## config.mk

```make
export PLATFORM = sky130hd
export DESIGN_NAME = segment_span_diagonal_unit
export DESIGN_NICKNAME = d
export VERILOG_FILES = /design/src/design/ssd_pkg.sv /design/src/design/ssd_bounds.sv /design/src/design/ssd_sqrt.sv /design/src/design/segment_span_diagonal_unit.sv
export SDC_FILE = /design/constraint.sdc
export NUM_CORES = 2
export LEC_CHECK = 0
export BUFFER_PORTS_ARGS = -buffer_cell sky130_fd_sc_hd__buf_2
export CAP_MARGIN = 20
export CORE_MARGIN = 8
export CORE_UTILIZATION = 65
export DETAILED_ROUTE_END_ITERATION = 12
export GPL_TIMING_DRIVEN = 0
export PLACE_DENSITY_LB_ADDON = 0.05
export RECOVER_POWER = 25
export REMOVE_ABC_BUFFERS = 1
export SLEW_MARGIN = 20
export SYNTH_ARGS = -nofsm -noshare
export SYNTH_HDL_FRONTEND = slang
export SYNTH_SLANG_ARGS = --single-unit
```

## constraint.sdc

```tcl
create_clock -name i_clk -period 22.9 [get_ports i_clk]
set_input_delay 1.145 -clock i_clk [delete_from_list [all_inputs] [get_ports i_clk]]
set_output_delay 1.145 -clock i_clk [all_outputs]
set_load 0.02 [all_outputs]
```

## src/design/ssd_pkg.sv

```systemverilog
// shared types for the segment span diagonal block
// sequencer state encoding and the control/status bundle of the square root unit
// no dependencies
package ssd_pkg;

    // sequencer states, one-hot
    typedef enum logic [5:0] {
        S_IDLE = 6'b000001,
        S_SPAN = 6'b000010,
        S_SQ_V = 6'b000100,
        S_SQ_T = 6'b001000,
        S_ADD  = 6'b010000,
        S_ROOT = 6'b100000
    } t_state;

    // square root unit control
    typedef struct packed {
        logic start;
    } t_sqrt_ctl;

    // square root unit status
    typedef struct packed {
        logic busy;
    } t_sqrt_stat;

endpackage

```

## src/design/ssd_bounds.sv

```systemverilog
// bounding box tracker: running value min/max, earliest begin and latest end time
// gives the value span and the absolute time span of the current box
// depends on nothing outside this file
module ssd_bounds #(
    parameter int VALUE_BITS = 24,
    parameter int TIME_BITS  = 24
) (
    input  logic                         i_clk,
    input  logic                         i_rst_n,
    input  logic                         i_accept,
    input  logic signed [VALUE_BITS-1:0] i_value_begin,
    input  logic signed [VALUE_BITS-1:0] i_value_end,
    input  logic        [TIME_BITS-1:0]  i_time_begin,
    input  logic        [TIME_BITS-1:0]  i_time_end,
    input  logic                         i_last_segment,
    output logic        [VALUE_BITS-1:0] o_value_span,
    output logic        [TIME_BITS-1:0]  o_time_span
);

    logic signed [VALUE_BITS-1:0] r_vmin, n_vmin;
    logic signed [VALUE_BITS-1:0] r_vmax, n_vmax;
    logic        [TIME_BITS-1:0]  r_tmin, n_tmin;
    logic        [TIME_BITS-1:0]  r_tmax, n_tmax;
    logic                         r_open, n_open;

    logic signed [VALUE_BITS-1:0] w_vlo, w_vhi;
    logic signed [VALUE_BITS:0]   w_vdiff;

    // order the two endpoint values of the item
    assign w_vlo = (i_value_begin < i_value_end) ? i_value_begin : i_value_end;
    assign w_vhi = (i_value_begin < i_value_end) ? i_value_end : i_value_begin;

    // box update: a new group loads from the item, an open group widens
    always_comb begin
        n_vmin = r_vmin;
        n_vmax = r_vmax;
        n_tmin = r_tmin;
        n_tmax = r_tmax;
        n_open = r_open;
        if (i_accept) begin
            if (!r_open) begin
                n_vmin = w_vlo;
                n_vmax = w_vhi;
                n_tmin = i_time_begin;
                n_tmax = i_time_end;
            end else begin
                n_vmin = (w_vlo < r_vmin) ? w_vlo : r_vmin;
                n_vmax = (w_vhi > r_vmax) ? w_vhi : r_vmax;
                n_tmin = (i_time_begin < r_tmin) ? i_time_begin : r_tmin;
                n_tmax = (i_time_end > r_tmax) ? i_time_end : r_tmax;
            end
            n_open = !i_last_segment;
        end
    end

    always_ff @(posedge i_clk) begin
        if (!i_rst_n) begin
            r_vmin <= '0;
            r_vmax <= '0;
            r_tmin <= '0;
            r_tmax <= '0;
            r_open <= 1'b0;
        end else begin
            r_vmin <= n_vmin;
            r_vmax <= n_vmax;
            r_tmin <= n_tmin;
            r_tmax <= n_tmax;
            r_open <= n_open;
        end
    end

    // spans of the box, the value span always fits unsigned in VALUE_BITS
    assign w_vdiff      = {r_vmax[VALUE_BITS-1], r_vmax} - {r_vmin[VALUE_BITS-1], r_vmin};
    assign o_value_span = w_vdiff[VALUE_BITS-1:0];
    assign o_time_span  = (r_tmax >= r_tmin) ? (r_tmax - r_tmin) : (r_tmin - r_tmax);

endmodule

```

## src/design/ssd_sqrt.sv

```systemverilog
// iterative integer square root, two radicand bits per cycle
// once busy drops after start, the floor root is held on o_root
// depends on ssd_pkg for the control and status bundles
module ssd_sqrt
    import ssd_pkg::*;
#(
    parameter int ROOT_BITS = 25
) (
    input  logic                     i_clk,
    input  logic                     i_rst_n,
    input  t_sqrt_ctl                i_ctl,
    input  logic [2*ROOT_BITS-1:0]   i_radicand,
    output t_sqrt_stat               o_stat,
    output logic [ROOT_BITS-1:0]     o_root
);

    localparam int CNT_BITS = $clog2(ROOT_BITS + 1);

    logic [2*ROOT_BITS-1:0] r_rad, n_rad;
    logic [ROOT_BITS+1:0]   r_rem, n_rem;
    logic [ROOT_BITS-1:0]   r_root, n_root;
    logic [CNT_BITS-1:0]    r_count, n_count;

    logic [ROOT_BITS+3:0]   w_shift;
    logic [ROOT_BITS+3:0]   w_trial;
    logic [ROOT_BITS+3:0]   w_diff;
    logic                   w_fit;

    // one restoring step: bring down two bits, try (4*root + 1)
    assign w_shift = {r_rem, r_rad[2*ROOT_BITS-1 -: 2]};
    assign w_trial = {2'b00, r_root, 2'b01};
    assign w_fit   = (w_shift >= w_trial);
    assign w_diff  = w_shift - w_trial;

    always_comb begin
        n_rad   = r_rad;
        n_rem   = r_rem;
        n_root  = r_root;
        n_count = r_count;
        if (i_ctl.start) begin
            n_rad   = i_radicand;
            n_rem   = '0;
            n_root  = '0;
            n_count = CNT_BITS'(ROOT_BITS);
        end else if (r_count != '0) begin
            n_rad   = {r_rad[2*ROOT_BITS-3:0], 2'b00};
            n_rem   = w_fit ? w_diff[ROOT_BITS+1:0] : w_shift[ROOT_BITS+1:0];
            n_root  = {r_root[ROOT_BITS-2:0], w_fit};
            n_count = r_count - 1'b1;
        end
    end

    always_ff @(posedge i_clk) begin
        if (!i_rst_n) begin
            r_count <= '0;
        end else begin
            r_count <= n_count;
        end
    end

    // datapath registers carry no reset
    always_ff @(posedge i_clk) begin
        r_rad  <= n_rad;
        r_rem  <= n_rem;
        r_root <= n_root;
    end

    assign o_stat.busy = (r_count != '0);
    assign o_root      = r_root;

endmodule

```

## src/design/segment_span_diagonal_unit.sv

```systemverilog
// segment span diagonal: bounding box of a group of segments, then its diagonal
// an item that does not close a group is taken without stalling; a closing item stalls the
// input until its result is emitted: the spans are captured, squared in turn by one shared
// squaring multiplier and summed, then rooted by the two-bits-per-cycle square root unit;
// the result is registered into the output slot once the root is done and the slot is free
// synchronous active-low reset clears the box to zero with no group open
module segment_span_diagonal_unit
    import ssd_pkg::*;
#(
    parameter  int VALUE_BITS = 24,
    parameter  int TIME_BITS  = 24,
    localparam int DIAG_BITS  = ((VALUE_BITS > TIME_BITS) ? VALUE_BITS : TIME_BITS) + 1
) (
    input  logic                         i_clk,
    input  logic                         i_rst_n,
    input  logic                         i_valid,
    output logic                         o_stall,
    input  logic signed [VALUE_BITS-1:0] i_value_begin,
    input  logic signed [VALUE_BITS-1:0] i_value_end,
    input  logic        [TIME_BITS-1:0]  i_time_begin,
    input  logic        [TIME_BITS-1:0]  i_time_end,
    input  logic                         i_last_segment,
    output logic                         o_valid,
    input  logic                         i_stall,
    output logic        [DIAG_BITS-1:0]  o_diagonal_length
);

    localparam int MUL_BITS = DIAG_BITS - 1;
    localparam int SUM_BITS = 2 * DIAG_BITS;

    t_state                  r_state, n_state;
    logic [VALUE_BITS-1:0]   r_dv;
    logic [TIME_BITS-1:0]    r_dt;
    logic [2*MUL_BITS-1:0]   r_prod;
    logic [SUM_BITS-1:0]     r_sum;
    logic                    r_out_valid;
    logic [DIAG_BITS-1:0]    r_out_data;

    logic                    w_in_accept;
    logic                    w_out_free;
    logic                    w_emit;
    logic [VALUE_BITS-1:0]   w_value_span;
    logic [TIME_BITS-1:0]    w_time_span;
    logic [MUL_BITS-1:0]     w_mul_op;
    logic [2*MUL_BITS-1:0]   w_prod;
    logic [SUM_BITS-1:0]     w_radicand;
    logic [DIAG_BITS-1:0]    w_root;
    t_sqrt_ctl               w_sqrt_ctl;
    t_sqrt_stat              w_sqrt_stat;

    // input handshake: items are taken only while idle
    assign o_stall     = (r_state != S_IDLE);
    assign w_in_accept = i_valid && (r_state == S_IDLE);

    // output slot is free when empty or being taken this cycle
    assign w_out_free = !r_out_valid || !i_stall;
    assign w_emit     = (r_state == S_ROOT) && !w_sqrt_stat.busy && w_out_free;

    ssd_bounds #(
        .VALUE_BITS (VALUE_BITS),
        .TIME_BITS  (TIME_BITS)
    ) u_bounds (
        .i_clk          (i_clk),
        .i_rst_n        (i_rst_n),
        .i_accept       (w_in_accept),
        .i_value_begin  (i_value_begin),
        .i_value_end    (i_value_end),
        .i_time_begin   (i_time_begin),
        .i_time_end     (i_time_end),
        .i_last_segment (i_last_segment),
        .o_value_span   (w_value_span),
        .o_time_span    (w_time_span)
    );

    // sequencer
    always_comb begin
        n_state          = r_state;
        w_sqrt_ctl.start = 1'b0;
        case (r_state)
            S_IDLE: begin
                if (w_in_accept && i_last_segment) begin
                    n_state = S_SPAN;
                end
            end
            S_SPAN: begin
                n_state = S_SQ_V;
            end
            S_SQ_V: begin
                n_state = S_SQ_T;
            end
            S_SQ_T: begin
                n_state = S_ADD;
            end
            S_ADD: begin
                w_sqrt_ctl.start = 1'b1;
                n_state          = S_ROOT;
            end
            S_ROOT: begin
                if (w_emit) begin
                    n_state = S_IDLE;
                end
            end
            default: begin
                n_state = S_IDLE;
            end
        endcase
    end

    always_ff @(posedge i_clk) begin
        if (!i_rst_n) begin
            r_state <= S_IDLE;
        end else begin
            r_state <= n_state;
        end
    end

    // shared squaring multiplier: value span first, then time span
    assign w_mul_op   = (r_state == S_SQ_V) ? MUL_BITS'(r_dv) : MUL_BITS'(r_dt);
    assign w_prod     = w_mul_op * w_mul_op;
    assign w_radicand = r_sum + SUM_BITS'(r_prod);

    // span capture, squares and partial sum
    always_ff @(posedge i_clk) begin
        if (r_state == S_SPAN) begin
            r_dv <= w_value_span;
            r_dt <= w_time_span;
        end
        if ((r_state == S_SQ_V) || (r_state == S_SQ_T)) begin
            r_prod <= w_prod;
        end
        if (r_state == S_SQ_T) begin
            r_sum <= SUM_BITS'(r_prod);
        end
    end

    ssd_sqrt #(
        .ROOT_BITS (DIAG_BITS)
    ) u_sqrt (
        .i_clk      (i_clk),
        .i_rst_n    (i_rst_n),
        .i_ctl      (w_sqrt_ctl),
        .i_radicand (w_radicand),
        .o_stat     (w_sqrt_stat),
        .o_root     (w_root)
    );

    // output register
    always_ff @(posedge i_clk) begin
        if (!i_rst_n) begin
            r_out_valid <= 1'b0;
        end else if (w_emit) begin
            r_out_valid <= 1'b1;
        end else if (!i_stall) begin
            r_out_valid <= 1'b0;
        end
    end

    always_ff @(posedge i_clk) begin
        if (w_emit) begin
            r_out_data <= w_root;
        end
    end

    assign o_valid           = r_out_valid;
    assign o_diagonal_length = r_out_data;

endmodule
```

# After elaboration in Yosys (flattened, before gate mapping)
# Cells that the tools add are included.
word_totals:
  register_bits: 380
  latch_bits: 0
  ram_bits: 0
  romBits: 0
  inputBits: 101
  output_inout_bits: 27
  n_memories: 0
classes:
  n_addsub: 6
  mul: 1
  div: 0
  n_lt_le_gt_ge: 7
  eq_ne: 14
  shifts: 0
  mux: 23
  n_bitwise: 1
  reduce_logical: 18
op_table:
  columns: ["cell", "n"]
  rows:
  - ["24-bit two-way mux", 12]
  - ["50-bit two-way mux", 2]
  - ["24-bit < comparator", 3]
  - ["24-bit subtractor", 3]
  - ["48-bit by 48-bit adder with 49-bit output", 1]
  - ["24-bit greater-than comparator", 2]
  - ["24-bit by 24-bit multiplier with 48-bit output", 1]
  - ["6-bit one-hot mux with 6 select lines", 1]
  - ["29-bit by 27-bit >= comparator with 1-bit output", 1]
  - ["27-bit two-way mux", 1]
  - ["27-bit subtractor", 1]
  - ["24-bit >= comparator", 1]
  - ["6-bit two-way mux", 2]
  - ["5-bit two-way mux", 2]
  - ["2-bit != test, second input constant", 5]
  - ["2-bit AND reduction", 5]
  - ["6-bit by 1-bit equality test with 1-bit output, second input constant", 1]
  - ["6-bit by 2-bit equality test with 1-bit output, second input constant", 1]
  - ["6-bit by 3-bit equality test with 1-bit output, second input constant", 1]
  - ["6-bit by 4-bit equality test with 1-bit output, second input constant", 1]
  - ["6-bit by 5-bit equality test with 1-bit output, second input constant", 1]
  - ["6-bit equality test, second input constant", 1]
  - ["6-bit by 1-bit != test with 1-bit output, second input constant", 1]
  - ["5-bit nonzero test", 1]
  - ["other kinds (9)", 19]

# Longest topological paths before layout
depth:
  ltp_word: 6
  ltp_mapped: 33
  depth_no_buf: 31

# By module
# A second synthesis with hierarchy kept.
hier_totals:
  hier_cells: 4294
  hier_area_um2: 40661.5
modules_own_cells:
  columns: ["module", "n_inst", "cells_each", "area_each_um2"]
  rows:
  - ["segment_span_diagonal_unit", 1, 2403, 24313.3]
  - ["ssd_bounds", 1, 1285, 10357.4]
  - ["ssd_sqrt", 1, 606, 5990.7]

# Least setup slack after synthesis
# OpenSTA, ideal clock, no wires.
synth_path:
  path_type: "register -> register"
  startpoint: "reg r_state[5]"
  endpoint: "reg r_prod[33], data pin"
  arrival_time_ns: 7.985
  setup_slack_ns: 14.657
  stages_incl_launch_ff: 34
  path_buffers: 4
  period_less_slack_ns: 8.243
  path_cell_list: "dfxtp_1 > nor4_1 > nand3b_1 > buf_1 > buf_1 > mux2_2 > buf_1 > nand2_1 > fa_1 > inv_1 > fa_1 > inv_1 > fa_1 > inv_1 > fa_1 > inv_1 > fa_1 > inv_1 > fa_1 > inv_1 > fa_1 > inv_1 > ha_1 > clkbuf_1 > a21o_1 > a21o_1 > a22oi_1 > o211ai_1 > a21oi_1 > o21ai_1 > a211o_1 > a31o_2 > a21oi_1 > xnor2_1"
synth_via:
  elab_chain_cells: 3
synth_rtl:
  columns: ["item", "line_no", "text"]
  rows:
  - ["from (decl)", "segment_span_diagonal_unit.sv:31", "t_state r_state, n_state;"]
  - ["from (signal assigned)", "segment_span_diagonal_unit.sv:113", "r_state <= n_state;"]
  - ["6-bit by 3-bit equality test with 1-bit output", "segment_span_diagonal_unit.sv:118", "assign w_mul_op = (r_state == S_SQ_V) ? MUL_BITS'(r_dv) : MUL_BITS'(r_dt);"]
  - ["24-bit two-way mux", "segment_span_diagonal_unit.sv:118", null]
  - ["24-bit by 24-bit multiplier with 48-bit output", "segment_span_diagonal_unit.sv:119", "assign w_prod = w_mul_op * w_mul_op;"]
  - ["named net w_prod[33]", "segment_span_diagonal_unit.sv:45", "logic [2*MUL_BITS-1:0] w_prod;"]
  - ["to (signal assigned)", "segment_span_diagonal_unit.sv:129", "r_prod <= w_prod;"]
  - ["to (decl)", "segment_span_diagonal_unit.sv:34", "logic [2*MUL_BITS-1:0] r_prod;"]
# The timed path passes the listed nets, and every way through them passes these cells.
# A chain may end at the register's enable or synchronous reset.

# Worst setup path in the final report
layout_path:
  startpoint: "reg r_state[5]"
  endpoint: "reg r_prod[46], data pin"
# Same word-level chain as after synthesis.

==> key figures <==
Status
  – Status: finished with violations
  – Violated checks: capacitance limit, slew limit

Global routing
  – Vias in the first global route: 29.6k
  – GRT Util Overall: 26.5%
  – Initial antenna violation count: 0
  – First-pass GRT wire length: 151000 um
  – Largest net degree at the start of global routing: 68
  – Grt ovf: 0

Routing
  – Initial DRC Count: 1977
  – Met2 wire length: 43100 um
  – DRT Pass-1 Iters: 7
  – Via Count: 29.5k
  – Total routed wirelength: 92400 um
  – WL/cell: 17.9 um
  – Met1 wire length: 40400 um
  – Top routing layer in use: met4
  – Vias per cell: 5.73
  – DR DRC count: 0
  – ANT nets after route: 0
  – WL met3: 5700 um

Floorplan
  – Height of the die: 263 um
  – Row count: 90
  – Starting density of the core: 65.6%
  – Die extent in x: 263 um
  – Core area: 60200 um^2
  – Die Area: 69000 um^2
  – Top Ports: 128

Logic synthesis
  – Ys flop type: edfxtp_1
  – Post-Syn Area: 39500 um^2
  – Share of the synthesized area in the top cell type: 21.6%
  – Mapped Cells: 4262
  – Synth area leader: fa_1
  – Synth Warn #: 0
  – Post-synthesis register bit count: 378
  – Async set-reset flop share out of synthesis: 0%
  – Top post-synthesis cells by area: fa_1 22%, edfxtp_1 16%, ha_1 14%, dfxtp_1 8.2%, inv_1 7.3%
  – Post-synth cell types: 87
  – Seq/Total Area, Yosys: 24.6%
  – Post-synth EDFFs: 217
  – Syn avg cell area: 9.28 um^2

Final layout
  – Layout Area Growth over Synthesis: 8.36%
  – Filler cells: 4742
  – Multi-input gate area: 26500 um^2
  – Commonest non-fill, non-tap cell in the layout: inv_1
  – Layout Nets: 5293
  – Most frequent cells in the layout: 772 x inv_1, 431 x ha_1, 427 x fa_1
  – Layout cells sized above 1: 7.51%
  – Reg area: 9740 um^2
  – Ant diodes: 0

STA
  – Worst-Margin Slew: 1530 ps
  – Final Critical Period: 9920 ps
  – Worst setup margin: 12980 ps
  – Endpoints failing hold: 0
  – Final Setup Violations: 0
  – Fmax: 101 MHz
  – RSZ-0062 raised after global routing: false
  – Setup TNS: 0 ps
  – Max-slew headroom: -3.20%
  – Final period util: 43.3%
  – Hold_ws: 462 ps
  – Clk_skew: 33.0 ps
  – Slew Limit Fails: 8

Clock tree
  – Worst skew pair latency: 590 ps
  – Clk sinks: 378
  – Maximum root-to-sink buffer count: 3
  – Post-CTS Setup Repair Bufs: 0
  – CTS Buf Count: 44
  – CTS tree: built
  – Clk slew on worst S/H paths: 60 ps
  – Hold_buf cts: 0
  – CTS Root Cell: clkbuf_16
  – Cts repair resizes: 0
  – CTS H-tree depth: 2

Worst setup path
  – Critical path type: reg2reg
  – CP Buf/Inv Count: 8
  – Critical path's slowest cell: mux2i_2
  – Worst Path Required: 23230 ps
  – Crit path DAT: 10250 ps
  – CP max stage delay: 770 ps
  – Worst-path maximum fanout: 16
  – Delay-heaviest family, CP: adder cells
  – Setup crit start kind: flip-flop
  – Crit-path most repeated cell: fa_1
  – CP Capture Type: flip-flop

Placed design
  – Place WS: 13110 ps
  – DP Wirelength: 72100 um
  – GP Congestion: 0.958
  – Port-buffer cells: 127

Hold path
  – Worst hold path type: reg2reg

Run
  – MaxCap Viol Count: 1
cell usage after synthesis, drive strengths merged (92+ instances only):
cell	n
a21o	115
a21oi	242
clkbuf	105
dfxtp	161
edfxtp	217
fa	427
ha	431
inv	774
nand2	383
nand3	92
nor2	306
o21ai	213
xnor2	100
area by class of cell:
type,count,share of cell area [%]
clock buffers,51,2.75
flip-flops and latches,378,22.7
clock inverters,30,0.867
well taps,782,2.28
multi-input cells,2966,61.9
inverters,781,6.85
repair buffers,163,2.61
cell families (layout without fill, tap and decap cells):
logic type | Yosys count | in the layout | synth area share (%)
muxes | 135 | 135 | 3.56
DFF | 378 | 378 | 24.6
buffers and inverters | 918 | 1025 | 8.83
AOI/OAI and AO/OA | 832 | 832 | 13.4
adders and majority gates | 858 | 858 | 35.3
and+or+nand+nor | 992 | 992 | 11.1
xor gates and xnor gates | 149 | 149 | 3.30
sequential cells by signal (all words and copies together), names as in the netlist:
name	flops
r_dt	24
u_sqrt.o_root	25
r_state	6
u_bounds.r_tmax	24
r_sum	47
u_sqrt.r_rad	50
o_valid	1
r_prod	47
u_bounds.r_vmin	24
u_bounds.r_open	1
r_dv	24
u_bounds.r_vmax	24
o_diagonal_length	25
u_sqrt.r_rem	27
u_sqrt.r_count	5
u_bounds.r_tmin	24
metrics by stage:
stage	instances	utilization, %	area, um^2
2_1_floorplan	4125	-	39000
3_3_place_gp	5034	67.4	40600
3_5_place_dp	5069	68.6	41300
4_1_cts	5150	71.2	42900
5_1_grt	5151	71.1	42800
6_report	5151	71.1	42800
routing by layer:
metal  GRT usage [%]  vias to the layer above
met1            35.4                    14132
li1                -                    14307
met5               0                        -
met2            44.2                      876
met3            3.88                      196
met4            8.82                        0
final timing paths:
| kind | startpoint | slack [ps] | end | cells past startpoint |
|---|---|---|---|---|
| min | r_prod[6] | 460 | r_sum[6] | 0 |
| min reg2reg | r_prod[6] | 460 | r_sum[6] | 0 |
| max | r_state[5] | 12980 | r_prod[46] | 30 |
| max reg2reg | r_state[5] | 12980 | r_prod[46] | 30 |
Power is not shown: default switching activity piles up to over one toggle a cycle in this logic, so the estimate is an artifact.
